File: src/rtl/cpu8_alu_pkg.sv
// Package for the 8-bit ALU with flags: operation codes, queued request type.
// No dependencies.
`timescale 1ns / 1ps
package cpu8_alu_pkg;

  localparam int CmdW = 6;
  localparam int WordW = 16;
  localparam int QueueDepth = 2;

  localparam logic [CmdW-1:0] OP_ADD = 6'd0, OP_ADC = 6'd1, OP_SUB = 6'd2, OP_SBC = 6'd3,
    OP_AND = 6'd4, OP_OR = 6'd5, OP_XOR = 6'd6, OP_CP = 6'd7, OP_INC8 = 6'd8, OP_DEC8 = 6'd9,
    OP_ADD16 = 6'd10, OP_INC16 = 6'd11, OP_DEC16 = 6'd12, OP_ADDSP = 6'd13,
    OP_RLC = 6'd14, OP_RRC = 6'd15, OP_RL = 6'd16, OP_RR = 6'd17, OP_SLA = 6'd18,
    OP_SRA = 6'd19, OP_SWAP = 6'd20, OP_SRL = 6'd21, OP_BIT = 6'd22, OP_RES = 6'd23,
    OP_SET = 6'd24, OP_RLCA = 6'd25, OP_RRCA = 6'd26, OP_RLA = 6'd27, OP_RRA = 6'd28,
    OP_DAA = 6'd29, OP_CPL = 6'd30, OP_SCF = 6'd31, OP_CCF = 6'd32, OP_LDF = 6'd33;

  // Decoded request as it waits in the queue
  typedef struct packed {
    logic [CmdW-1:0]  cmd;
    logic             valid_op;
    logic [WordW-1:0] a;
    logic [WordW-1:0] b;
    logic [2:0]       k;
  } req_t;

endpackage

File: src/rtl/cpu8_front.sv
// Front end: accepts requests, tags unused codes, holds them in a short queue.
// Depends on cpu8_alu_pkg.
`timescale 1ns / 1ps
module cpu8_front #(
  parameter int Depth = cpu8_alu_pkg::QueueDepth
) (
  input  logic                           clk,
  input  logic                           rst,
  input  logic                           in_valid,
  output logic                           in_ready,
  input  logic [cpu8_alu_pkg::CmdW-1:0]  command,
  input  logic [cpu8_alu_pkg::WordW-1:0] operand_a,
  input  logic [cpu8_alu_pkg::WordW-1:0] operand_b,
  input  logic [2:0]                     bit_index,
  output logic                           q_valid,
  input  logic                           q_ready,
  output cpu8_alu_pkg::req_t             q_req
);
  import cpu8_alu_pkg::*;
  localparam int AW = (Depth > 1) ? $clog2(Depth) : 1;

  req_t             mem [Depth];
  logic [AW-1:0]    wr_ptr, rd_ptr;
  logic [AW:0]      count;
  logic             push, pop;

  assign in_ready = (count != (AW+1)'(Depth));
  assign q_valid  = (count != '0);
  assign push = in_valid && in_ready;
  assign pop  = q_valid && q_ready;
  assign q_req = mem[rd_ptr];

  always_ff @(posedge clk) begin
    if (push) begin
      mem[wr_ptr] <= '{cmd: command, valid_op: (command <= OP_LDF),
                       a: operand_a, b: operand_b, k: bit_index};
    end
    if (rst) begin
      wr_ptr <= '0;
      rd_ptr <= '0;
      count  <= '0;
    end else begin
      if (push) wr_ptr <= (wr_ptr == AW'(Depth-1)) ? '0 : wr_ptr + 1'b1;
      if (pop)  rd_ptr <= (rd_ptr == AW'(Depth-1)) ? '0 : rd_ptr + 1'b1;
      count <= count + (AW+1)'(push) - (AW+1)'(pop);
    end
  end
endmodule

File: src/rtl/cpu8_back.sv
// Back end: executes one queued request per cycle unless stalled, keeps the
// flag register, registers the result. Depends on cpu8_alu_pkg.
`timescale 1ns / 1ps
module cpu8_back (
  input  logic                           clk,
  input  logic                           rst,
  input  logic                           q_valid,
  output logic                           q_ready,
  input  cpu8_alu_pkg::req_t             q_req,
  output logic                           out_valid,
  input  logic                           out_ready,
  output logic [cpu8_alu_pkg::WordW-1:0] result,
  output logic                           write_back,
  output logic                           flag_zero,
  output logic                           flag_subtract,
  output logic                           flag_half,
  output logic                           flag_carry
);
  import cpu8_alu_pkg::*;

  logic [3:0]  flags;
  logic        z, n, h, c, wb;
  logic [15:0] r;
  logic [7:0]  a8, b8, adj;
  logic [8:0]  s9;
  logic [4:0]  s5;
  logic [16:0] s17;
  logic [12:0] s13;
  logic        ci, fire;

  assign q_ready = !out_valid || out_ready;
  assign fire = q_valid && q_ready;

  always_comb begin
    a8 = q_req.a[7:0];
    b8 = q_req.b[7:0];
    z = flags[3]; n = flags[2]; h = flags[1]; c = flags[0];
    r = '0; wb = 1'b1; adj = '0; s9 = '0; s5 = '0; s17 = '0; s13 = '0;
    ci = (q_req.cmd == OP_ADC || q_req.cmd == OP_SBC) ? flags[0] : 1'b0;
    unique case (q_req.cmd)
      OP_ADD, OP_ADC: begin
        s9 = {1'b0, a8} + {1'b0, b8} + 9'(ci);
        s5 = {1'b0, a8[3:0]} + {1'b0, b8[3:0]} + 5'(ci);
        h = s5[4]; c = s9[8]; r = {8'h00, s9[7:0]}; z = (s9[7:0] == 8'h00); n = 1'b0;
      end
      OP_SUB, OP_SBC, OP_CP: begin
        s9 = {1'b0, a8} - {1'b0, b8} - 9'(ci);
        s5 = {1'b0, a8[3:0]} - {1'b0, b8[3:0]} - 5'(ci);
        h = s5[4]; c = s9[8]; z = (s9[7:0] == 8'h00); n = 1'b1;
        if (q_req.cmd == OP_CP) wb = 1'b0;
        else r = {8'h00, s9[7:0]};
      end
      OP_AND: begin r = {8'h00, a8 & b8}; z = (r == 0); n = 0; h = 1; c = 0; end
      OP_OR:  begin r = {8'h00, a8 | b8}; z = (r == 0); n = 0; h = 0; c = 0; end
      OP_XOR: begin r = {8'h00, a8 ^ b8}; z = (r == 0); n = 0; h = 0; c = 0; end
      OP_INC8: begin
        r = {8'h00, a8 + 8'd1}; z = (r == 0); n = 0; h = (r[3:0] == 4'h0);
      end
      OP_DEC8: begin
        r = {8'h00, a8 - 8'd1}; z = (r == 0); n = 1; h = (r[3:0] == 4'hF);
      end
      OP_ADD16: begin
        s17 = {1'b0, q_req.a} + {1'b0, q_req.b};
        s13 = {1'b0, q_req.a[11:0]} + {1'b0, q_req.b[11:0]};
        h = s13[12]; c = s17[16]; r = s17[15:0]; n = 0;
      end
      OP_INC16: r = q_req.a + 16'd1;
      OP_DEC16: r = q_req.a - 16'd1;
      OP_ADDSP: begin
        s9 = {1'b0, a8} + {1'b0, b8};
        s5 = {1'b0, a8[3:0]} + {1'b0, b8[3:0]};
        h = s5[4]; c = s9[8];
        r = q_req.a + {{8{b8[7]}}, b8};
        z = 0; n = 0;
      end
      OP_RLC, OP_RLCA: begin r = {8'h00, a8[6:0], a8[7]}; c = a8[7]; end
      OP_RRC, OP_RRCA: begin r = {8'h00, a8[0], a8[7:1]}; c = a8[0]; end
      OP_RL, OP_RLA:   begin r = {8'h00, a8[6:0], flags[0]}; c = a8[7]; end
      OP_RR, OP_RRA:   begin r = {8'h00, flags[0], a8[7:1]}; c = a8[0]; end
      OP_SLA:  begin r = {8'h00, a8[6:0], 1'b0}; c = a8[7]; end
      OP_SRA:  begin r = {8'h00, a8[7], a8[7:1]}; c = a8[0]; end
      OP_SWAP: begin r = {8'h00, a8[3:0], a8[7:4]}; c = 0; end
      OP_SRL:  begin r = {8'h00, 1'b0, a8[7:1]}; c = a8[0]; end
      OP_BIT:  begin z = !a8[q_req.k]; n = 0; h = 1; wb = 0; end
      OP_RES:  begin r = {8'h00, a8}; r[q_req.k] = 1'b0; end
      OP_SET:  begin r = {8'h00, a8}; r[q_req.k] = 1'b1; end
      OP_DAA: begin
        if (!flags[2]) begin
          if (flags[0] || a8 > 8'h99) begin adj[6:5] = 2'b11; c = 1; end
          if (flags[1] || a8[3:0] > 4'd9) adj[2:1] = 2'b11;
          r = {8'h00, a8 + adj};
        end else begin
          if (flags[0]) adj[6:5] = 2'b11;
          if (flags[1]) adj[2:1] = 2'b11;
          r = {8'h00, a8 - adj};
        end
        z = (r == 0); h = 0;
      end
      OP_CPL: begin r = {8'h00, ~a8}; n = 1; h = 1; end
      OP_SCF: begin n = 0; h = 0; c = 1; wb = 0; end
      OP_CCF: begin n = 0; h = 0; c = !flags[0]; wb = 0; end
      OP_LDF: begin r = {q_req.a[15:4], 4'h0}; {z, n, h, c} = q_req.a[7:4]; end
      default: wb = 1'b0;
    endcase
    if (!q_req.valid_op) begin
      r = '0; wb = 1'b0; {z, n, h, c} = flags;
    end
    if (q_req.cmd >= OP_RLC && q_req.cmd <= OP_SRL) begin
      z = (r == 0); n = 0; h = 0;
    end
    if (q_req.cmd >= OP_RLCA && q_req.cmd <= OP_RRA) begin
      z = 0; n = 0; h = 0;
    end
  end

  always_ff @(posedge clk) begin
    if (fire) begin
      result <= r; write_back <= wb;
      {flag_zero, flag_subtract, flag_half, flag_carry} <= {z, n, h, c};
    end
    if (rst) begin
      flags <= '0;
      out_valid <= 1'b0;
    end else begin
      if (fire) flags <= {z, n, h, c};
      if (fire) out_valid <= 1'b1;
      else if (out_ready) out_valid <= 1'b0;
    end
  end
endmodule

File: src/rtl/cpu8_alu_with_flags.sv
// 8-bit CPU ALU with Z/N/H/C flags: a two-entry request queue, an execute stage
// and an output register. Depends on cpu8_alu_pkg, cpu8_front, cpu8_back.
`timescale 1ns / 1ps
// One request per cycle sustained while out_ready keeps the output free; an
// accepted request is written to a queue slot, then the execute stage writes the
// output register and raises out_valid. The flag register lives in
// the execute stage, so each request sees the flags left by the one before it.
// Unused codes return zero, no write-back, flags kept.
module cpu8_alu_with_flags #(
  parameter int QueueDepth = cpu8_alu_pkg::QueueDepth
) (
  input  logic                           clk,
  input  logic                           rst,
  input  logic                           in_valid,
  output logic                           in_ready,
  input  logic [cpu8_alu_pkg::CmdW-1:0]  command,
  input  logic [cpu8_alu_pkg::WordW-1:0] operand_a,
  input  logic [cpu8_alu_pkg::WordW-1:0] operand_b,
  input  logic [2:0]                     bit_index,
  output logic                           out_valid,
  input  logic                           out_ready,
  output logic [cpu8_alu_pkg::WordW-1:0] result,
  output logic                           write_back,
  output logic                           flag_zero,
  output logic                           flag_subtract,
  output logic                           flag_half,
  output logic                           flag_carry
);
  import cpu8_alu_pkg::*;

  logic q_valid, q_ready;
  req_t q_req;

  cpu8_front #(.Depth(QueueDepth)) u_front (
    .clk, .rst, .in_valid, .in_ready, .command, .operand_a, .operand_b, .bit_index,
    .q_valid, .q_ready, .q_req
  );

  cpu8_back u_back (
    .clk, .rst, .q_valid, .q_ready, .q_req, .out_valid, .out_ready, .result,
    .write_back, .flag_zero, .flag_subtract, .flag_half, .flag_carry
  );

  // No result after reset without a request behind it
  a_out_after_rst: assert property (@(posedge clk) disable iff (rst)
    $past(rst) |-> !out_valid)
    else $error("out_valid without request");
  // Queue head moves to output register whenever output side is free
  a_drain: assert property (@(posedge clk) disable iff (rst)
    (q_valid && (!out_valid || out_ready)) |=> out_valid)
    else $error("queued request not executed");
  // Compare never writes back
  a_cp_wb: assert property (@(posedge clk) disable iff (rst)
    (q_valid && q_ready && q_req.cmd == OP_CP) |=> !write_back)
    else $error("cp wrote back");
endmodule

File: config.mk
export PLATFORM = sky130hd
export DESIGN_NAME = cpu8_alu_with_flags
export DESIGN_NICKNAME = d
export VERILOG_FILES = /design/src/rtl/cpu8_alu_pkg.sv /design/src/rtl/cpu8_front.sv /design/src/rtl/cpu8_back.sv /design/src/rtl/cpu8_alu_with_flags.sv
export SDC_FILE = /design/constraint.sdc
export NUM_CORES = 1
export LEC_CHECK = 0
export ABC_AREA = 1
export ABC_CLOCK_PERIOD_IN_PS = 4000
export BUFFER_PORTS_ARGS = -buffer_cell sky130_fd_sc_hd__buf_2
export CAP_MARGIN = 10
export CELL_PAD_IN_SITES_DETAIL_PLACEMENT = 2
export CELL_PAD_IN_SITES_GLOBAL_PLACEMENT = 2
export CORE_AREA = 4 4 183 185
export DETAILED_ROUTE_END_ITERATION = 8
export DIE_AREA = 0 0 187 189
export PLACE_DENSITY = 0.85
export SYNTH_ARGS = -nofsm -noshare
export SYNTH_HDL_FRONTEND = slang
export SYNTH_SLANG_ARGS = --single-unit
File: constraint.sdc
create_clock -name clk -period 4 [get_ports clk]
set_input_delay 0.8 -clock clk [delete_from_list [all_inputs] [get_ports clk]]
set_output_delay 0.8 -clock clk [all_outputs]
set_load 0.05 [all_outputs]
==> results of run 1 <==
-- through the flow --
| step | util | hold slack (ns) | setup TNS, ns |
|---|---|---|---|
| 2_1_floorplan | - | 0.425 | 0 |
| 3_3_place_gp | 0.346 | 0.437 | 0 |
| 3_5_place_dp | 0.346 | 0.461 | -0.139 |
| 4_1_cts | 0.366 | 0.461 | 0 |
| 5_1_grt | 0.379 | 0.503 | -0.126 |
| 6_report | 0.379 | 0.473 | 0 |
-- layout make-up --
| cell class | instances | area share |
|---|---|---|
| clock buffer | 19 | 0.0365 |
| clock inverter | 13 | 0.0142 |
| inverter | 174 | 0.0552 |
| multi-input combinational | 1117 | 0.500 |
| sequential | 115 | 0.277 |
| tap | 408 | 0.0420 |
| timing repair buffer | 139 | 0.0748 |
| timing repair inverter | 1 | 0.000721 |
-- synth_stat cells (7+ instances only) --
| cell type | number |
|---|---|
| or2_2 | 14 |
| nor3_1 | 14 |
| nor2_4 | 8 |
| o211ai_1 | 10 |
| o21ai_0 | 57 |
| buf_6 | 7 |
| nand2_1 | 469 |
| buf_2 | 8 |
| o21ai_1 | 11 |
| edfxtp_1 | 105 |
| nor2_2 | 12 |
| nand2_2 | 31 |
| nor2_1 | 137 |
| nand4_1 | 30 |
| a21oi_1 | 68 |
| xor2_1 | 14 |
| inv_2 | 11 |
| dfxtp_1 | 10 |
| inv_1 | 162 |
| ha_1 | 68 |
| nor4_1 | 8 |
| nand3_1 | 115 |
| buf_4 | 9 |
-- power by group --
group	switching, mW	internal [mW]	total, mW
combinational	5.70	2.41	8.11
sequential	0.134	1.66	1.80
clock	0.644	1.01	1.65
total	6.48	5.08	11.6
-- path summary, 6_finish.rpt --
kind                               startpoint                            to  slack, ns  cells past startpoint
setup reg to reg                    flip-flop  u_back.flags[3]$_SDFFE_PP0P_       0.14                     26
setup / recovery                    flip-flop  u_back.flags[3]$_SDFFE_PP0P_       0.14                     26
hold / removal    u_front.rd_ptr$_SDFFE_PP0P_   u_front.rd_ptr$_SDFFE_PP0P_       0.47                      1
hold reg to reg   u_front.rd_ptr$_SDFFE_PP0P_   u_front.rd_ptr$_SDFFE_PP0P_       0.47                      1
-- critical path, cell delays in order (launching register included) --
cell,delay (ns)
dfxtp_4,0.40
buf_12,0.14
inv_6,0.08
buf_4,0.12
nand2_2,0.04
nand2_2,0.07
nand2_2,0.09
nor2_4,0.15
inv_1,0.12
nor3_4,0.15
inv_1,0.09
fa_2,0.39
fa_2,0.43
nand3_1,0.12
nand2_2,0.09
xor2_1,0.19
nand2_1,0.08
o21ai_0,0.07
nor2_1,0.22
nand2_1,0.09
nand2_1,0.11
nand2_1,0.08
nor2_1,0.11
nand4_1,0.15
nand3_1,0.12
nand2_1,0.05
inv_1,0.05
-- cell families (layout without fill, tap and decap cells) --
group,count (synthesis),count (layout),synth area share
AO/OA/AOI/OAI,170,170,0.0941
XOR/XNOR,19,19,0.0165
adder cells (fa/ha/maj),73,73,0.0945
buffers and inverters,206,346,0.0878
flip-flops,115,115,0.333
AND/OR/NAND/NOR,855,855,0.374
-- state kept, by name (all words and copies together) (netlist names), 2 cells and up, named ones only --
| name | cells |
|---|---|
| u_back.result | 16 |
| u_back.flags | 4 |
| u_front.mem | 84 |
| u_front.count | 2 |
-- metal layers --
metal	wire length [um]	GRT usage	share of wire	vias up
li1	-	-	-	4976
met2	23700	0.460	0.49	342
met1	20500	0.326	0.42	5474
met5	0	0	0	-
met3	2170	0.0385	0.045	107
met4	1850	0.106	0.038	0
-- cell usage in the layout (no fill, tap or decap), drive strengths merged, types with 30 or more instances in the layout --
cell type,synthesis,routed
nand3,117,117
ha,68,68
a21oi,68,68
nor2,158,158
nand2,503,503
buf,26,139
inv,174,179
edfxtp,105,105
nand4,30,30
o21ai,69,69
-- timing repair --
action                     CTS  global route
gates cloned                 0             1
pin swaps                    0            26
resized for setup            6            70
setup endpoints to repair    3            12
setup buffers                0            20
==> impl_metrics.ini, run 1 <==
[placement]
gp_congestion = 0.959
dp_hpwl_mm = 35.7
dp_cells = 1933
pre_cts_slack_ns = -0.0591
placed_area_um2 = 11100
numPortBuffers = 67

[layout]
syn2layout_area_growth_pct = 20.7
finalInstanceArea_um2 = 12100
fill_cells = 3777
multi_input_area_um2 = 6070
seq_area_um2 = 3360
drive_above_1_share = 0.196
final_nets = 1683
diodes = 0
final_cell_count_no_fill = 1986

[timing]
clock_skew_ns = 0.0162
hold_viol = 0
fin_crit_ns = 3.86
setup_viol = 0
worst_slack_ns = 0.140
slew_headroom = 0.420
period_share = 0.965
drv_slew = 0
worst_pin_slew_ns = 0.870
max_freq_mhz = 259

[route]
ant_nets = 0
dr.pass1.iters = 5
vias = 10900
drt_iter0_drc = 747
drc = 0
routed_wl_mm = 48.2
vias_per_cell = 5.49
wire_per_inst_um = 24.3

[global_routing]
grt_max_degree = 44
grt_pass1_vias = 11800
gr-total-overflow = 0
antenna_found_initial = 0
grt_pass1_wl_mm = 70.9
grt_usage = 0.263

[job]
max-cap-violations = 0

[power_and_ir_drop]
leakagePower_nw = 5.78
power.density_nw_per_um2 = 952
p_total_mw = 11.6
peakVddDrop_v = 0.000423

[floorplan]
die_x_um = 187
num_io_pins = 68
start_util = 0.314
num_rows = 66
dieArea_um2 = 35300
die_h_um = 189
core-area_um2 = 32000

[yosys]
ys_types = 49
syn_area_per_cell_um2 = 7.00
synthFlopType = edfxtp_1
syn_inst = 1438
synth-seq-area-share = 0.333
synth_top_cell_area_share = 0.313
synth_seq_cells = 115
synth-edff-count = 105
synth_top_cell_by_area = edfxtp_1
synth-async-reset-ratio = 0
synth_area_leaders = edfxtp_1 31%, nand2_1 17%, ha_1 8.5%, inv_1 6.0%, nand3_1 5.7%
syn_nets = 1556
yosys_warnings = 0
synth_area_um2 = 10100

[worst_setup_path]
path_max_fanout = 8
required_ns = 4.39
critPathCaptureType = flip-flop
critPathKind = flip-flop to flip-flop
cp.arrival_ns = 4.25
start_kind = flip-flop

[worst_hold_path]
hp-class = flip-flop to flip-flop

[clock_tree]
numCtsBuffers = 17
cts_hold_buf = 0
clk_pin_slew_ns = 0.06
htreeDepth = 4
clock_latency_ns = 0.45
cts.path.max_buffers = 2
cts.sinks = 115
cts_tree = yes
clockRootBuffer = clkbuf_16

[outcome]
status = finished, final reports clean
Note: power is estimated with default switching activity, not from simulation.
==> run 2: changes to the inputs <==
- CORE_AREA: 4 4 183 185 -> 2 2 181 183
- DIE_AREA: 0 0 187 189 -> 0 0 183 185
- SETUP_SLACK_MARGIN: not set -> 0.3
==> run 2 against run 1 <==
Against the previous run: the run now ends with max-capacitance violations, negative setup slack left; clock power up 5%; flip-flop and latch count unchanged; cell area up 3.0%; first-iteration DRC count up 63%; combinational power up 12%; critical path type unchanged; largest cell class unchanged.
==> impl_metrics.ini, run 2 (same netlist as run 1, synthesis figures left out) <==
[clock_tree]
clock_latency_ns = 0.47
htreeDepth = 4
cts.sinks = 115
cts.path.max_buffers = 2
numCtsBuffers = 17
clk_pin_slew_ns = 0.07
clockRootBuffer = clkbuf_16
cts_tree = yes

[global_routing]
grt_util_met3 = 0.0478
grt_pass1_vias = 12300
busiest_layer = met2
grt_usage = 0.292
gr-total-overflow = 0
grt_pass1_wl_mm = 73.9
grtUsageMet1 = 0.346
grt_max_degree = 44
antenna_found_initial = 3
grtUsageMet2 = 0.504

[layout]
syn2layout_area_growth_pct = 24.3
drive_above_1_share = 0.228
fill_cells = 3722
largest_reg_flops = 84
top_register = u_front.mem
final_nets = 1694
finalInstanceArea_um2 = 12500
top_regs = u_front.mem: 84 flops, u_back.result: 16 flops, u_back.flags: 4 flops
final_common_cell = nand2_1
final_cell_mix = 449 x nand2_1, 154 x inv_1, 121 x nor2_1, 109 x nand3_1, 105 x edfxtp_1

[floorplan]
dieArea_um2 = 33900
core-area_um2 = 32000
die_x_um = 183
die_h_um = 185
num_io_pins = 68
start_util = 0.314
num_rows = 66

[timing]
worst_pin_slew_ns = 1.46
setup_viol = 3
clock_skew_ns = 0.0195
slew_headroom = 0.0181
period_share = 1.05
hold_viol = 0
fin_crit_ns = 4.19
worst_slack_ns = -0.189
rsz0062_at_grt = true
max_freq_mhz = 239
drv_slew = 0

[worst_hold_path]
min-delay-start = u_front.count[1]$_SDFF_PP0_
hold_end = u_front.count[1]$_SDFF_PP0_
holdPathStages = 1
hp-class = flip-flop to flip-flop

[placement]
pre_cts_slack_ns = -0.0160
gp_congestion = 0.968
numPortBuffers = 67
dp_hpwl_mm = 35.6
placed_area_um2 = 11000

[route]
drt_iter0_drc = 1214
vias = 11900
dr.pass1.iters = 5
wire_per_inst_um = 28.6
routed_wl_mm = 57.1
vias_per_cell = 5.95
ant_nets = 0
drc = 0

[worst_setup_path]
path_max_fanout = 10
start_kind = flip-flop
worst-r2r-setup-slack_ns = -0.19
required_ns = 4.39
critPathKind = flip-flop to flip-flop
critPathCaptureType = flip-flop
reg2reg_from = u_front.mem[0][19]$_DFFE_PP_
cp.arrival_ns = 4.58
rr_endpoint = u_back.flags[3]$_SDFFE_PP0P_
reg2regPathDepth = 22

[job]
max-cap-violations = 1

[power_and_ir_drop]
power.density_nw_per_um2 = 1010
leakagePower_nw = 5.90
p_int_mw = 5.36
p_sw_mw = 7.28
pwr-share-seq = 0.144
peakVddDrop_v = 0.000431
swShare = 0.576
clock_power_share = 0.138
pwr-share-comb = 0.718

[outcome]
status = complete, but fails checks
violations = max-capacitance violations, negative setup slack
-- run 2: cell count changes in the layout (fill, tap and decap cells not counted), sizes merged --
cell | previous run | this run
clkbuf | 19 | 18
buf | 139 | 151
inv | 179 | 178
clkinv | 5 | 4
bufinv | 3 | 4
diode | 0 | 1
clkinvlp | 1 | 2
-- run 2: power by group through the flow --
stage               sequential (mW)  combinational (mW)  clock, mW
floorplan                      2.14                4.47          0
global placement               1.79                6.77          0
detailed placement             1.81                7.20          0
CTS                            1.81                7.76       1.72
global route                   1.84                9.54       1.79
finish                         1.83                9.07       1.74
-- run 2: worst max path at each step --
stage / start / end / slack [ns]
after floorplan: flip-flop / u_back.flag_carry$_DFFE_PP_ / 0.31
after global placement: flip-flop / u_back.flag_carry$_DFFE_PP_ / 0.21
after detailed placement: flip-flop / u_back.flag_half$_DFFE_PP_ / -0.02
after CTS: flip-flop / u_back.flags[3]$_SDFFE_PP0P_ / 0.26
after global routing: u_front.mem[0][19]$_DFFE_PP_ / u_back.flags[3]$_SDFFE_PP0P_ / -0.36
final: u_front.mem[0][19]$_DFFE_PP_ / u_back.flags[3]$_SDFFE_PP0P_ / -0.19
-- run 2: repair_timing --
item	CTS	global route
buffers inserted	20	21
cloned	0	0
hold buffers	0	0
pin swaps	18	39
setup endpoints to repair	17	17
resized for setup	61	81
-- run 2: worst max-delay path: stages (launching register included) --
cell,delay (ns)
edfxtp_1,0.56
nand2_4,0.15
nand2_4,0.09
buf_4,0.14
buf_4,0.12
buf_4,0.20
ha_2,0.24
fa_2,0.59
ha_1,0.23
inv_1,0.07
nor2_1,0.16
nand3_2,0.19
xnor2_1,0.26
o21ai_0,0.14
nor2_1,0.17
nand2_1,0.09
nand2_1,0.10
nand2_1,0.08
nor2_1,0.10
nand4_1,0.13
nand3_1,0.12
nand2_1,0.07
inv_1,0.08
-- run 2: layout make-up --
type | instances | area, um2 | share of cell area
sequential | 115 | 3360 | 0.268
clock buffer | 18 | 429 | 0.0343
timing repair buffer | 151 | 1030 | 0.0827
inverter | 174 | 666 | 0.0532
clock inverter | 14 | 201 | 0.0161
tap | 408 | 510 | 0.0408
antenna | 1 | 2.50 | 0.000200
multi-input combinational | 1117 | 6310 | 0.504
-- run 2: routing by layer --
layer / share of wire / routed length, um
met5: 0.00021 / 12
met2: 0.47 / 27000
met4: 0.066 / 3740
met1: 0.38 / 21900
met3: 0.078 / 4460
-- run 2: per-stage QoR --
step / total power, mW / utilization / hold slack, ns / setup TNS [ns] / instances
5_1_grt: 13.2 / 0.390 / 0.515 / -0.970 / 1997
6_report: 12.6 / 0.390 / 0.500 / -0.337 / 1998
4_1_cts: 11.3 / 0.376 / 0.506 / 0 / 1976
3_5_place_dp: 9.01 / 0.344 / 0.475 / -0.0393 / 1924
2_1_floorplan: 6.62 / - / 0.425 / 0 / 1438
3_3_place_gp: 8.56 / 0.344 / 0.437 / 0 / 1924
==> run 3: changes to the inputs <==
- ABC_CLOCK_PERIOD_IN_PS: 4000 -> 5290
- CORE_AREA: 2 2 181 183 -> 2 2 166 168
- DIE_AREA: 0 0 183 185 -> 0 0 168 170
- PLACE_DENSITY: 0.85 -> 0.94
- clock period: 4 -> 5.29 ns (I/O delays scaled with it)
==> run 3 against run 2 <==
Against the previous run: the flow now finishes without violations; non-clock buffer count shrank 68; die area shrank 16%; combinational power shrank 35%; power shrank 33%; clock power shrank 29%; cell count shrank 6.8%; maximum frequency shrank 14%; clock-buffer cell count shrank 1; utilization grew 3.5 points; cell area shrank 9.3%; worst hold slack lost 0.014 ns; critical endpoint unchanged; highest routed layer is now met4.
==> impl_metrics.ini, run 3 (same netlist as run 1, synthesis figures left out) <==
[outcome]
status = finished, final reports clean

[worst_hold_path]
hold_end = u_front.rd_ptr$_SDFFE_PP0P_
min-delay-start = u_front.rd_ptr$_SDFFE_PP0P_
hp-class = flip-flop to flip-flop
holdPathStages = 1

[layout]
final_common_cell = nand2_1
syn2layout_area_growth_pct = 12.7
largest_reg_flops = 84
top_register = u_front.mem
multi_input_area_um2 = 5860
drive_above_1_share = 0.136
final_cell_mix = 469 x nand2_1, 162 x inv_1, 134 x nor2_1, 115 x nand3_1, 105 x edfxtp_1
top_regs = u_front.mem: 84 flops, u_back.result: 16 flops, u_back.flags: 4 flops
fill_cells = 3123
diodes = 0
final_cell_count_no_fill = 1862
final_nets = 1626
seq_area_um2 = 3350

[clock_tree]
cts.path.max_buffers = 2
cts_hold_buf = 0
htreeDepth = 4
cts_resized = 1
cts_tree = yes
cts_setup_buffers = 0
cts.sinks = 115
clock_latency_ns = 0.45
clockRootBuffer = clkbuf_16
clk_pin_slew_ns = 0.07
numCtsBuffers = 17

[global_routing]
grt_usage = 0.376
grt_pass1_wl_mm = 79.3
gr-total-overflow = 0
grt_pass1_vias = 12700
grt_max_degree = 44
antenna_found_initial = 0

[worst_setup_path]
worst-path-buf-inv = 4
worst-r2r-setup-slack_ns = 0.44
required_ns = 5.68
critPathCaptureType = flip-flop
reg2regPathDepth = 27
cp_slowest_cell = dfxtp_2
start_kind = flip-flop
rr_endpoint = u_back.flags[3]$_SDFFE_PP0P_
crit_path_frequent_cell = nand2_1
crit_family = simple AND/OR/NAND/NOR gates
critPathMaxStageDelay_ns = 0.56
cp.arrival_ns = 5.25
path_max_fanout = 24
critPathKind = flip-flop to flip-flop

[timing]
fin_hold_ws_ns = 0.486
drv_slew = 0
rsz0062_at_grt = true
hold_viol = 0
setup_viol = 0
worst_slack_ns = 0.437
clock_skew_ns = 0.0170
max_freq_mhz = 206
worst_pin_slew_ns = 0.880
slew_headroom = 0.413
period_share = 0.917
final.setup.tns_ns = 0
fin_crit_ns = 4.85

[floorplan]
die_h_um = 170
dieArea_um2 = 28600
num_io_pins = 68
num_rows = 60
start_util = 0.378
die_x_um = 168
core-area_um2 = 26700

[placement]
pre_cts_slack_ns = 0.552
gp_congestion = 0.955
numPortBuffers = 67
dp_cells = 1830
dp_hpwl_mm = 36.3

[power_and_ir_drop]
power.density_nw_per_um2 = 750
peakVddDrop_v = 0.000303
leakagePower_nw = 5.45

[route]
vias_per_cell = 6.13
dr.pass1.iters = 5
wire_per_inst_um = 28.6
drc = 0
ant_nets = 0
drt_iter0_drc = 1096
routed_wl_mm = 53.3
vias = 11400

[job]
max-cap-violations = 0
==> run 3: metal layers <==
metal  up-vias  global-route usage  routed length, um
met4         0               0.246               3740
li1       4866                   -                  -
met1      5725               0.427              20000
met5         -                   0                  0
met2       585               0.646              25500
met3       233              0.0744               3960
==> run 3: metrics by stage <==
step                       util  area (um2)  power, mW
after floorplan               -       10100       5.00
after global placement    0.403       10700       6.33
after detailed placement  0.403       10700       6.74
after CTS                 0.425       11300       8.29
after global routing      0.425       11300       8.88
final                     0.425       11300       8.51
==> run 3: report_power, final <==
| part | switching, mW | internal, mW |
|---|---|---|
| combinational | 4.40 | 1.48 |
| clock | 0.541 | 0.697 |
| sequential | 0.129 | 1.26 |
| total | 5.07 | 3.43 |
==> run 3: worst max-delay path by stage <==
| stage | slack, ns | cells past startpoint | endpoint | startpoint |
|---|---|---|---|---|
| floorplan | 1.58 | 22 | u_back.flag_carry$_DFFE_PP_ | flip-flop |
| global placement | 0.88 | 22 | u_back.flags[3]$_SDFFE_PP0P_ | flip-flop |
| detailed placement | 0.55 | 33 | u_back.flags[3]$_SDFFE_PP0P_ | flip-flop |
| CTS | 0.35 | 21 | u_back.flag_carry$_DFFE_PP_ | flip-flop |
| global route | 0.20 | 33 | u_back.flags[3]$_SDFFE_PP0P_ | flip-flop |
| finish | 0.44 | 27 | u_back.flags[3]$_SDFFE_PP0P_ | flip-flop |
==> run 3: final cells by class <==
class	instances	share of cell area
multi-input cells	1117	0.517
flip-flops and latches	115	0.296
inverters	174	0.0578
repair buffers	83	0.0408
well taps	341	0.0376
clock buffers	17	0.0375
clock inverters	15	0.0137
